===== src/hdl/pwq_pkg.sv =====
`timescale 1ns / 1ps
`default_nettype none
// ---------------------------------------------------------------------------
// pwq_pkg
// Shared widths, register indexes and the lane-to-merge event bundle of the
// pulse width qualifier.
// ---------------------------------------------------------------------------
package pwq_pkg;

    // Field widths
    localparam int PIN_W     = 22;
    localparam int COIN_W    = 8;
    localparam int CASH_W    = 6;
    localparam int SIG_W     = 8;
    localparam int LEN_W     = 32;
    localparam int CFG_IDX_W = 8;

    // Default channel layout
    localparam int DEF_POSTS        = 6;
    localparam int DEF_VACUUM_UNITS = 2;

    // Configuration register indexes
    localparam logic [CFG_IDX_W-1:0] REG_COIN_MIN_LEN   = CFG_IDX_W'(0);
    localparam logic [CFG_IDX_W-1:0] REG_CASH_MIN_LEN   = CFG_IDX_W'(1);
    localparam logic [CFG_IDX_W-1:0] REG_CASH_HOLD_LEN  = CFG_IDX_W'(2);
    localparam logic [CFG_IDX_W-1:0] REG_SIGNAL_MIN_LEN = CFG_IDX_W'(3);

    // Edge events found by the lanes for one sample
    typedef struct packed {
        logic [COIN_W-1:0] coin_rise;
        logic [CASH_W-1:0] cash_fall;
        logic [CASH_W-1:0] cash_rise;
        logic [SIG_W-1:0]  sig_fall;
        logic [SIG_W-1:0]  sig_rise;
    } t_edges;

endpackage
`default_nettype wire


===== src/hdl/pwq_lane.sv =====
`timescale 1ns / 1ps
`default_nettype none
// ---------------------------------------------------------------------------
// pwq_lane
// One pin channel: edge detection, start time capture and low-pulse
// length qualification against a threshold.
// ---------------------------------------------------------------------------
module pwq_lane (
    input  wire logic                      i_clk,
    input  wire logic                      i_rst_n,
    input  wire logic                      i_en,
    input  wire logic                      i_pin,
    input  wire logic                      i_prev_pin,
    input  wire logic [pwq_pkg::LEN_W-1:0] i_ticks,
    input  wire logic [pwq_pkg::LEN_W-1:0] i_min_len,
    output logic                           o_fall,
    output logic                           o_rise_ok
);
    import pwq_pkg::*;

    logic [LEN_W-1:0] r_start;
    logic [LEN_W-1:0] n_start;
    logic [LEN_W-1:0] w_len;

    // Edge decode and wrapping length
    always_comb begin
        o_fall    = i_prev_pin & ~i_pin;
        w_len     = i_ticks - r_start;
        o_rise_ok = ~i_prev_pin & i_pin & (w_len > i_min_len);
        n_start   = (i_en && o_fall) ? i_ticks : r_start;
    end

    // Start time of the current low pulse
    always_ff @(posedge i_clk) begin
        if (!i_rst_n) begin
            r_start <= '0;
        end else begin
            r_start <= n_start;
        end
    end

endmodule
`default_nettype wire


===== config.mk =====
export PLATFORM = sky130hd
export DESIGN_NAME = pwq_lane
export DESIGN_NICKNAME = d
export VERILOG_FILES = /design/src/hdl/pwq_pkg.sv /design/src/hdl/pwq_lane.sv
export SDC_FILE = /design/constraint.sdc
export NUM_CORES = 1
export LEC_CHECK = 0
export ABC_AREA = 1
export BUFFER_PORTS_ARGS = -buffer_cell sky130_fd_sc_hd__clkbuf_2
export CAP_MARGIN = 5
export CELL_PAD_IN_SITES_DETAIL_PLACEMENT = 0
export CELL_PAD_IN_SITES_GLOBAL_PLACEMENT = 1
export CORE_UTILIZATION = 36
export DETAILED_ROUTE_END_ITERATION = 10
export PLACE_DENSITY = 0.76
export REMOVE_ABC_BUFFERS = 1
export SYNTH_ARGS = -nofsm -noshare
export SYNTH_HDL_FRONTEND = slang
export SYNTH_SLANG_ARGS = --single-unit

===== constraint.sdc =====
create_clock -name i_clk -period 3.7 [get_ports i_clk]
set_input_delay 0.555 -clock i_clk [delete_from_list [all_inputs] [get_ports i_clk]]
set_output_delay 0.555 -clock i_clk [all_outputs]
set_load 0.02 [all_outputs]

* Yosys cells after proc, flatten, opt, wreduce, memory -nomap -nowiden *
Index checks and enable logic that the tools add are counted.

word-level totals
  register bits = 32
  logic and storage cells = 9
  bits of input ports = 69

cells by class
  magnitude comparators = 1
  $add $sub $neg = 1
  bitwise gates (word level) = 5
  reductions and logical operators = 1

operator list
  cell                 number
  $gt A32 B32 Y1       1
  $sub A32 B32 Y32     1
  $and A1 B1 Y1        3
  $not A1 Y1           2
  $logic_and A1 B1 Y1  1

* Depth between registers and ports, before layout *
  word-level depth = 3
  mapped depth = 23
  mapped depth without buffers = 23

* Worst setup path after synthesis *
No wires, ideal clock.

  path kind = input to output
  start point = input port i_ticks[0] in the netlist's numbering
  end point = output port o_rise_ok
  arrival = 2888 ps
  stages = 17
  path buffers = 0
  setup slack = 257 ps
  required time = 3145 ps
  cells stage by stage = inv_1 ha_1 inv_1 fa_1 nand3_1 nand3_1 nand3_1 nand3b_1 xor2_1 ha_1 nand2_1 nor2_1 nor3b_1 nand2_1 nand2_1 nand2_1 a21oi_1

on the way
  longest elaborated chain between the ends = 3

ends and longest elaborated chain
  element           RTL line        RTL
  from (decl)       pwq_lane.sv:14  input wire logic [pwq_pkg::LEN_W-1:0] i_ticks,
  $sub A32 B32 Y32  pwq_lane.sv:28  w_len = i_ticks - r_start;
  $gt A32 B32 Y1    pwq_lane.sv:29  o_rise_ok = ~i_prev_pin & i_pin & (w_len > i_min_len);
  $and A1 B1 Y1     pwq_lane.sv:29
  to (decl)         pwq_lane.sv:17  output logic o_rise_ok

No other way between the ends.

* Worst setup path after layout *
Same ends and word-level chain as after synthesis.

==> run_results.csv <==
group,metric,value,unit
drt,vias,4704,
clock_network,numCtsBuffers,5,
drt,drc,6,
clock_network,cts_buffer_depth,2,
logic_synthesis,yosysTopAreaCell,"nand2_1",
finish,fin_cells,1019,
logic_synthesis,synth.yosys.seq_area_share,0.1482,
place,gp_congestion,0.8396,
finish,largest-register,"r_start",
logic_synthesis,synth_top_area_frac,0.2171,
critical_path,arrival,3.08,ns
status,failed_checks,"design-rule violations",
status,status,"complete, but fails checks",
sta,whs,0.4561,ns
job,max_cap_viol_count,0,
logic_synthesis,synth-seq-cells,32,
grt,grt.overflow.total,0,
grt,grt_pass1_wl,21.27,mm
grt,use_met1,0.2839,
clock_network,cts_tree,"done",
power_and_ir_drop,powerDensity,288.5,nW/um^2
clock_network,cts_hold_buf,0,
logic_synthesis,synthFlopType,"dfxtp_1",
grt,grt_pass1_vias,4593,
grt,grt_util_all_layers,0.2126,
drt,routed_wl,12.84,mm
floorplan,die_area,12450,sq um
grt,top_usage_layer,"met2",
floorplan,io_pins,71,
critical_path,rrSetupSlack,3.05,ns
clock_network,clock_sinks,32,
clock_network,htreeDepth,2,
floorplan,die_x,111.6,um
sta,setup_viol,0,
logic_synthesis,ys_warn_count,0,
floorplan,die_h,111.6,um
finish,largest_reg_flops,32,
finish,n_fill_cell,1277,
logic_synthesis,synth_cells,767,
critical_path,critPathKind,"input port to primary output",
sta,hold_violations,0,
critical_path,cp_slowest_stage_delay,0.41,ns
logic_synthesis,syn_area_per_cell,5.636,sq um
critical_path,end_kind,"primary output",
grt,grt_max_degree,63,
finish,nets,1008,
finish,layout-drive-gt1-share,0.2329,
logic_synthesis,yosys-top-cells-area,"nand2_1 (22%), ha_1 (18%), inv_1 (15%)",
finish,reg_top3,"r_start (32)",
floorplan,initial_core_util,0.3738,
drt,ant_nets,0,
drt,first_pass_iters,7,
place,dp.cells,1007,
critical_path,start_kind,"input port",
hold_path,hp-class,"flop to flop",
critical_path,crit_path_cell_trace,"buf_8 -> inv_4 -> ha_4 -> inv_4 -> fa_2 -> nand3_2 -> nand3_2 -> buf_4 -> nand2_1 -> nand2_1 -> nand2_2 -> nand3_1 -> nand2_1 -> nand2_1 -> ha_1 -> nand2_1 -> nor2_1 -> nand2_1 -> nor2_2 -> nand2_1 -> a21oi_2 -> buf_4",
critical_path,cp_max_fo,3,
floorplan,core,11560,sq um
critical_path,critical_path_required,3.14,ns
drt,wire_per_inst,12.60,um
sta,finalClockSkew,0,ns
logic_synthesis,async_flop_share,0,
sta,maxSlewHeadroom,0.3153,
place,portBuffers,70,
critical_path,critPathMostFrequentCell,"nand2_1",
finish,antenna_cells,0,
power_and_ir_drop,p_total,0.001616,W
logic_synthesis,synth_area,4323,sq um
drt,drtIter0Drc,143,
sta,drv_slew,0,
sta,tightest_slew,1.023,ns
grt,antenna_found_initial,0,
finish,area_growth_syn_to_layout,29.55,%
clock_network,clk_pin_slew,0.06,ns
sta,fin_crit,3.637,ns
critical_path,slowest_stage,"fa_2",
sta,fmax,274.9,MHz
sta,fin_crit_sh,0.9830,
clock_network,clk-insertion-delay-late,0.29,ns
grt,gr-usage-met2,0.3567,
logic_synthesis,synth_cell_types,27,
logic_synthesis,synth_edf_count,0,
floorplan,rows,39,
place,dp_hpwl,10.62,mm
power_and_ir_drop,p_leak,3.195,nW
clock_network,root_buffer,"clkbuf_16",
sta,rsz0062_at_grt,"true",
grt,grt.met3_usage,0.03647,
power_and_ir_drop,ir_drop,0.0001725,V
drt,vias_per_cell,4.616,
worst max-delay path: cells and delay by family:
kind                     cells  cell delay [ns]
adder cells (fa/ha/maj)      3             0.80
AND/OR/NAND/NOR             13             1.06
AO/OA/AOI/OAI                1             0.16
buffers and inverters        5             0.50
kinds of logic (layout without fill, tap and decap cells):
| logic type | after synthesis | after routing | share of synthesized area |
|---|---|---|---|
| AO/OA/AOI/OAI | 103 | 103 | 0.1221 |
| adder cells (fa/ha/maj) | 64 | 64 | 0.1870 |
| AND/OR/NAND/NOR | 366 | 366 | 0.3499 |
| flip-flops | 32 | 32 | 0.1482 |
| buffers and inverters | 187 | 296 | 0.1624 |
| XOR/XNOR | 15 | 15 | 0.03039 |
layer usage:
layer	up-vias	routed length, um
met5	-	0
met4	0	119
met3	9	426
met2	72	5800
met1	2063	6491
li1	2560	-
path summary, 6_finish.rpt:
kind,from,endpoint,depth (start not counted)
worst max register to register,r_start[1],r_start[1],2
worst min-delay path,r_start[29],r_start[29],2
worst max-delay path,i_ticks[0],o_rise_ok,22
worst min register to register,r_start[29],r_start[29],2
where the power goes:
group / total, W / internal, W / switching (W) / leakage [nW]
clock network: 0.000431 / 0.000269 / 0.000163 / 0.0712
registers: 0.000367 / 0.000363 / 0.00000459 / 0.262
logic: 0.000817 / 0.000338 / 0.000479 / 2.86
synth_stat cells (all sizes together) (2+ instances only):
master	count
o21ai	32
xor2	14
nand3b	4
nand4	5
clkbuf	8
dfxtp	32
nor2	53
inv	178
a21oi	66
nor3	4
nand2	266
ha	63
nand3	30
o21a	2
o21bai	2
and3	2
metrics by stage:
stage	utilization	setup TNS (ns)	instance area [sq um]	setup WS, ns
3_5_place_dp	0.4402	-0.1530	5091	-0.1530
2_1_floorplan	-	0	4289	0.2572
3_3_place_gp	0.4402	-0.09279	5091	-0.09279
6_report	0.4843	0	5600	0.06294
4_1_cts	0.4557	0	5270	0.009521
5_1_grt	0.4843	-0.1828	5600	-0.1828
placed cells by master (no fill, tap or decap), drive strengths merged:
master / netlist / layout
a21oi: 66 / 66
clkbuf: 8 / 76
nor4: 1 / 1
nand4: 5 / 5
buf: 1 / 42
and3: 2 / 2
nor3: 4 / 4
fa: 1 / 1
o21ai: 32 / 32
o21bai: 2 / 2
xor2: 14 / 14
o21a: 2 / 2
inv: 178 / 178
nand2: 266 / 266
nand3: 30 / 30
a21o: 1 / 1
ha: 63 / 63
nand3b: 4 / 4
xnor2: 1 / 1
nor2: 53 / 53
nor3b: 1 / 1
dfxtp: 32 / 32
timing repair:
item | 4_1_cts | 5_1_grt
gates resized for setup | 7 | 74
cloned | 0 | 0
buffers inserted | 0 | 4
pin swaps | 1 | 18
endpoints found under the hold margin | 0 | 0
setup endpoints to repair | 1 | 1
cell type report:
class | count | area, sq um | share of cell area
multi-input combinational | 548 | 3297 | 0.5887
inverter | 178 | 673.1 | 0.1202
timing repair buffer | 110 | 663.1 | 0.1184
sequential | 32 | 641.9 | 0.1146
tap | 143 | 178.9 | 0.03195
clock buffer | 8 | 146.4 | 0.02614
Power figures use the tool's default switching activity.
