File: src/hdl/pwq_pkg.sv
`timescale 1ns / 1ps
`default_nettype none
// ---------------------------------------------------------------------------
// pwq_pkg
// Shared widths, register indexes and the lane-to-merge event bundle of the
// pulse width qualifier.
// ---------------------------------------------------------------------------
package pwq_pkg;

    // Field widths
    localparam int PIN_W     = 22;
    localparam int COIN_W    = 8;
    localparam int CASH_W    = 6;
    localparam int SIG_W     = 8;
    localparam int LEN_W     = 32;
    localparam int CFG_IDX_W = 8;

    // Default channel layout
    localparam int DEF_POSTS        = 6;
    localparam int DEF_VACUUM_UNITS = 2;

    // Configuration register indexes
    localparam logic [CFG_IDX_W-1:0] REG_COIN_MIN_LEN   = CFG_IDX_W'(0);
    localparam logic [CFG_IDX_W-1:0] REG_CASH_MIN_LEN   = CFG_IDX_W'(1);
    localparam logic [CFG_IDX_W-1:0] REG_CASH_HOLD_LEN  = CFG_IDX_W'(2);
    localparam logic [CFG_IDX_W-1:0] REG_SIGNAL_MIN_LEN = CFG_IDX_W'(3);

    // Edge events found by the lanes for one sample
    typedef struct packed {
        logic [COIN_W-1:0] coin_rise;
        logic [CASH_W-1:0] cash_fall;
        logic [CASH_W-1:0] cash_rise;
        logic [SIG_W-1:0]  sig_fall;
        logic [SIG_W-1:0]  sig_rise;
    } t_edges;

endpackage
`default_nettype wire

File: src/hdl/pwq_merge.sv
`timescale 1ns / 1ps
`default_nettype none
// ---------------------------------------------------------------------------
// pwq_merge
// Combines lane events: validator pending marks with hold-off commit,
// sticky signal flags, and the registered result transfer.
// ---------------------------------------------------------------------------
module pwq_merge (
    input  wire logic                       i_clk,
    input  wire logic                       i_rst_n,
    input  wire logic                       i_accept,
    input  wire pwq_pkg::t_edges            i_edges,
    input  wire logic [pwq_pkg::LEN_W-1:0]  i_os_time,
    input  wire logic [pwq_pkg::LEN_W-1:0]  i_hold_len,
    input  wire logic [pwq_pkg::SIG_W-1:0]  i_ack,
    input  wire logic                       i_out_ready,
    output logic                            o_out_valid,
    output logic [pwq_pkg::COIN_W-1:0]      o_coin_pulses,
    output logic [pwq_pkg::CASH_W-1:0]      o_cash_commits,
    output logic [pwq_pkg::SIG_W-1:0]       o_signal_pending
);
    import pwq_pkg::*;

    logic [CASH_W-1:0] r_pending;
    logic [CASH_W-1:0] n_pending;
    logic [LEN_W-1:0]  r_stamp [CASH_W];
    logic [SIG_W-1:0]  r_flags;
    logic [SIG_W-1:0]  n_flags;
    logic [CASH_W-1:0] w_commit;
    logic              r_out_valid;
    logic [COIN_W-1:0] r_coin;
    logic [CASH_W-1:0] r_commit;
    logic [SIG_W-1:0]  r_sig;

    // Commit check first, then validator and signal edges
    always_comb begin
        for (int c = 0; c < CASH_W; c++) begin
            w_commit[c] = r_pending[c] && ((i_os_time - r_stamp[c]) > i_hold_len);
        end
        n_pending = (r_pending & ~w_commit & ~i_edges.cash_fall) | i_edges.cash_rise;
        n_flags   = (r_flags & ~i_ack & ~i_edges.sig_fall) | i_edges.sig_rise;
    end

    // Per-sample state
    always_ff @(posedge i_clk) begin
        if (!i_rst_n) begin
            r_pending <= '0;
            r_flags   <= '0;
            for (int c = 0; c < CASH_W; c++) begin
                r_stamp[c] <= '0;
            end
        end else if (i_accept) begin
            r_pending <= n_pending;
            r_flags   <= n_flags;
            for (int c = 0; c < CASH_W; c++) begin
                if (i_edges.cash_rise[c]) begin
                    r_stamp[c] <= i_os_time;
                end
            end
        end
    end

    // Result register
    always_ff @(posedge i_clk) begin
        if (!i_rst_n) begin
            r_out_valid <= 1'b0;
        end else if (i_accept) begin
            r_out_valid <= 1'b1;
        end else if (i_out_ready) begin
            r_out_valid <= 1'b0;
        end
    end

    always_ff @(posedge i_clk) begin
        if (i_accept) begin
            r_coin   <= i_edges.coin_rise;
            r_commit <= w_commit;
            r_sig    <= n_flags;
        end
    end

    assign o_out_valid      = r_out_valid;
    assign o_coin_pulses    = r_coin;
    assign o_cash_commits   = r_commit;
    assign o_signal_pending = r_sig;

endmodule
`default_nettype wire

File: config.mk
export PLATFORM = sky130hd
export DESIGN_NAME = pwq_merge
export DESIGN_NICKNAME = d
export VERILOG_FILES = /design/src/hdl/pwq_pkg.sv /design/src/hdl/pwq_merge.sv
export SDC_FILE = /design/constraint.sdc
export NUM_CORES = 1
export LEC_CHECK = 0
export ABC_AREA = 0
export ABC_CLOCK_PERIOD_IN_PS = 10570
export BUFFER_PORTS_ARGS = -buffer_cell sky130_fd_sc_hd__clkbuf_2
export CAP_MARGIN = 5
export CELL_PAD_IN_SITES_DETAIL_PLACEMENT = 2
export CELL_PAD_IN_SITES_GLOBAL_PLACEMENT = 2
export CORE_MARGIN = 4
export CORE_UTILIZATION = 43
export CTS_CLUSTER_SIZE = 16
export DETAILED_ROUTE_END_ITERATION = 16
export GPL_TIMING_DRIVEN = 0
export PLACE_DENSITY = 0.85
export SKIP_CTS_REPAIR_TIMING = 1
export SLEW_MARGIN = 15
export SYNTH_ARGS = -nofsm -noshare
export SYNTH_HDL_FRONTEND = slang
export SYNTH_SLANG_ARGS = --single-unit
File: constraint.sdc
create_clock -name i_clk -period 10.57 [get_ports i_clk]
set_input_delay 2.114 -clock i_clk [delete_from_list [all_inputs] [get_ports i_clk]]
set_output_delay 2.114 -clock i_clk [all_outputs]
set_load 0.01 [all_outputs]
== Word level (Yosys, flattened, before mapping) ==
Memory sizes are Yosys's and may differ from the RTL's.
Index checks and enable logic that the tools add are counted.
Word-level totals
  bits in registers: 37
  bits in latches: 0
  RAM bits: 192
  bits in read-only memories: 0
  input bits: 112
  output and inout port bits: 23
  memories kept: 1
Memory list
  r_stamp: depth 6, bits a word 32, rd ports 6, clocked after memory_dff 0, write ports 6, line pwq_merge.sv:26  | logic [LEN_W-1:0] r_stamp [CASH_W];
Operators by class
  $add $sub $neg: 6
  multipliers: 0
  div/mod/pow operators: 0
  order comparisons: 6
  eq/ne operators: 0
  shifts and indexed selects: 0
  mux-type cells: 33
  bitwise gates (word level): 16
  reduce and logical (&&, ||, !) cells: 7
Operators with widths (count)
  $gt A32 B32 Y1: 6
  $mux W32: 6
  $sub A32 B32 Y32: 6
  $mux W1: 27
  $and A8 B8 Y8: 2
  $not A8 Y8: 2
  $and A6 B6 Y6: 2
  $not A6 Y6: 2
  $or A8 B8 Y8: 1
  $logic_and A1 B1 Y1: 6
  $or A1 B1 Y1: 6
  $or A6 B6 Y6: 1
  $reduce_bool A2 Y1: 1

== Depth between registers and ports, before layout ==
  depth in word-level cells: 7
  gate-level depth with buffers: 23

== Worst setup path after synthesis ==
Ideal clock, no wire load.
  path type: input -> register
  start: input port i_os_time[0] (netlist name)
  end: register r_commit[3], in the netlist o_cash_commits[3] (data pin)
  data arrival time: 5.785 ns
  setup slack: 4.530 ns
  stages on the path: 21
  path buffers: 0
  path through: inv_1 -> ha_1 -> inv_1 -> fa_1 -> a21o_1 -> a21oi_1 -> o21ai_1 -> a31oi_1 -> o31ai_1 -> a211oi_1 -> o21bai_1 -> a21oi_1 -> xnor2_1 -> ha_1 -> a21o_1 -> a21o_1 -> a21oi_1 -> o21ai_0 -> a2111oi_0 -> a21oi_1 -> and2_1
Between the ends
  longest elaborated chain between the ends: 3
RTL lines
  start, declared: line pwq_merge.sv:13  | input wire logic [pwq_pkg::LEN_W-1:0] i_os_time,
  $sub A32 B32 Y32: line pwq_merge.sv:38  | w_commit[c] = r_pending[c] && ((i_os_time - r_stamp[c]) > i_hold_len);
  $gt A32 B32 Y1: line pwq_merge.sv:38
  $logic_and A1 B1 Y1: line pwq_merge.sv:38
  via w_commit[3]: line pwq_merge.sv:29  | logic [CASH_W-1:0] w_commit;
  end signal, assigned: line pwq_merge.sv:77  | r_commit <= w_commit;
  end, declared: line pwq_merge.sv:32  | logic [CASH_W-1:0] r_commit;
The timed path passes the listed nets, and every way through them passes these cells.
A chain may end at the register's enable or synchronous reset.

== Final worst setup path ==
Ends and elaborated chain as after synthesis.

==> flow_metrics.env <==
export IMPL_firstDrtPassIters=5
export IMPL_drt_iter0_drc=1135
export IMPL_yosysWarnings=0
export IMPL_fin_crit_ps=7430
export IMPL_min_path_type="reg -> reg"
export IMPL_htree_levels=1
export IMPL_grt_max_degree=33
export IMPL_hpwl_mm=65.2
export IMPL_ys_flop_type="edfxtp_1"
export IMPL_wl_per_cell_um=25.8
export IMPL_relSlewSlack_pct=27.6
export IMPL_ios=135
export IMPL_crit_required_ps=10930
export IMPL_cts_buffers=31
export IMPL_rows=83
export IMPL_grt_pass1_wl_mm=134
export IMPL_syn_nets=2988
export IMPL_finalSetupTns_ps=0
export IMPL_clock_sinks=229
export IMPL_seq_area_um2=6730
export IMPL_start_util_pct=43.8
export IMPL_period_share_pct=70.3
export IMPL_power_per_cell_area_nw_per_um2=151
export IMPL_placedCellCount=3309
export IMPL_report_final_slew_viol_count=0
export IMPL_fin_ws_ps=3140
export IMPL_mostFrequentLayoutCells="ha_1, inv_1, edfxtp_1, and2_1, a21oi_1"
export IMPL_cts_buffer_depth=3
export IMPL_antenna_found_initial=2
export IMPL_route_detailed_drc=0
export IMPL_power_mw=3.81
export IMPL_synth_edf_count=214
export IMPL_ys_ff_latch=229
export IMPL_final_nets=3158
export IMPL_place_congestion=0.873
export IMPL_clock_skew_final_ps=31.0
export IMPL_final_area_um2=25200
export IMPL_synth_cells=2492
export IMPL_clock_fmax_ghz=0.135
export IMPL_crit_path_max_fanout=8
export IMPL_synth_seq_area_share_pct=29.7
export IMPL_async_flop_share_pct=0
export IMPL_end_kind="flip-flop"
export IMPL_syn_area_per_cell_um2=9.09
export IMPL_syn_to_final_growth_pct=11.4
export IMPL_worstPathArrival_ps=7780
export IMPL_peakVddDrop_uv=149
export IMPL_fillers=5632
export IMPL_worstSetupPathType="in -> reg"
export IMPL_cts_reportedPaths_clkPinSlew_ps=60
export IMPL_track_usage_pct=30.0
export IMPL_drive_gt1_share_pct=8.75
export IMPL_dieWidth_um=238
export IMPL_multi_input_area_um2=14800
export IMPL_port_buffers=134
export IMPL_tightest_slew_ps=1090
export IMPL_yosysTopAreaCell="edfxtp_1"
export IMPL_insertion_delay_ps=620
export IMPL_instances_no_fill=3368
export IMPL_grt_pass1_vias=23500
export IMPL_leakage_nw=11.8
export IMPL_post_place_ws_ps=2880
export IMPL_layout_commonest_cell="ha_1"
export IMPL_synth_area_leaders="edfxtp_1, ha_1, and2_1"
export IMPL_avgViaCountPerCell=6.09
export IMPL_place_area_um2=24300
export IMPL_synthDistinctLibCells=80
export IMPL_clock_root_buffer="clkbuf_16"
export IMPL_cts_tree="yes"
export IMPL_wl_mm=86.9
export IMPL_startpoint_type="input pin"
export IMPL_grt_overflow=0
export IMPL_rsz0062_at_grt="no"
export IMPL_ant_nets=0
export IMPL_synth_top_area_share_pct=28.4
export IMPL_dieArea_um2=56400
export IMPL_core_area_um2=51700
export IMPL_die_h_um=238
export IMPL_cap_violations=0
export IMPL_via_count=20500
export IMPL_hold_violations=0
export IMPL_netlist_area_um2=22700
export IMPL_status="completed"
export IMPL_setup_violations=0
## power by group
part | switching [mW] | internal (mW) | total (mW)
registers | 0.0257 | 1.07 | 1.10
clock network | 0.454 | 0.605 | 1.06
logic | 0.997 | 0.657 | 1.65
total | 1.48 | 2.33 | 3.81
## kinds of logic (layout without fill, tap and decap cells)
group | after synthesis | count (layout) | synth area share (%)
AOI/OAI and AO/OA | 689 | 689 | 20.5
adders and majority gates | 384 | 384 | 21.4
other | 0 | 1 | 0
xor gates and xnor gates | 156 | 156 | 6.03
buffers and inverters | 312 | 507 | 5.20
and+or+nand+nor | 716 | 716 | 16.9
DFF | 229 | 229 | 29.7
muxes | 6 | 6 | 0.265
## synthesized netlist by cell type, types with 4 or more instances
cell         n
a2111oi_0    6
a211o_1      7
a211oi_1    20
a211oi_2     4
a21boi_0     9
a21o_1     163
a21oi_1    197
a221oi_1     4
a311o_1      5
a31o_2       5
a31oi_1     16
and2_1     198
and3_1      27
and4_1       5
clkbuf_1    36
dfxtp_1     15
edfxtp_1   214
fa_1         6
ha_1       378
inv_1      270
mux2i_1      6
nand2_1    101
nand2b_1    26
nand3_1     43
nand4_1     53
nor2_1     136
nor2b_1     41
nor3_1      39
nor4_1       9
o211a_1     10
o211ai_1    23
o21a_1      37
o21ai_0     97
o21ai_1      4
o21bai_1    25
o31a_1       6
o31ai_1      6
or2_2       14
or3_1       13
xnor2_1    112
xor2_1      44
## cell type report
class                   count  area share, %
diodes                      1        0.00992
plain buffers              42          0.649
clock buffers              46           3.38
clock inverters            12          0.506
inverters                 270           4.02
multi-input cells        1951           58.5
flip-flops and latches    229           26.7
well taps                 680           3.37
repair buffers            137           2.93
## state kept, by name, indices dropped and copies added (netlist names)
register and flops:
r_stamp 192, r_flags 8, o_coin_pulses 8, o_cash_commits 6, o_signal_pending 8, o_out_valid 1
r_pending 6
## routing by layer
| metal | GRT usage [%] | up-vias | part of all wire [%] |
|---|---|---|---|
| li1 | - | 9371 | - |
| met1 | 35.7 | 10400 | 41 |
| met2 | 54.1 | 532 | 50 |
| met3 | 3.36 | 215 | 3.7 |
| met4 | 14.1 | 0 | 5.1 |
| met5 | 0 | - | 0 |
## stage by stage
step | util [%] | hold WS [ps]
5_1_grt | 48.8 | 520
4_1_cts | 48.8 | 486
3_3_place_gp | 46.7 | 453
2_1_floorplan | - | 444
3_5_place_dp | 46.9 | 470
6_report | 48.8 | 484
## critical path, cell delays in order
cell,delay (ps)
clkbuf_2,160
inv_1,360
ha_1,270
inv_1,70
fa_1,410
a21o_1,180
a21oi_1,350
o21ai_1,150
a31oi_1,570
o31ai_1,260
a211oi_1,430
o21bai_1,130
a21oi_1,190
xnor2_1,120
ha_1,230
a21o_1,180
a21o_1,190
a21oi_1,140
o21ai_0,120
a2111oi_0,620
a21oi_1,290
and2_1,230
## final timing paths
check | from | to | slack, ps | depth (start not counted)
min | r_pending[3]$_SDFFE_PN0P_ | r_pending[3]$_SDFFE_PN0P_ | 480 | 1
max reg2reg | r_stamp[3][0]$_SDFFCE_PN0P_ | o_cash_commits[3]$_DFFE_PP_ | 4910 | 20
min reg2reg | r_pending[3]$_SDFFE_PN0P_ | r_pending[3]$_SDFFE_PN0P_ | 480 | 1
max | i_os_time[0] | o_cash_commits[3]$_DFFE_PP_ | 3140 | 22
Note: power is estimated with default switching activity, not from simulation.
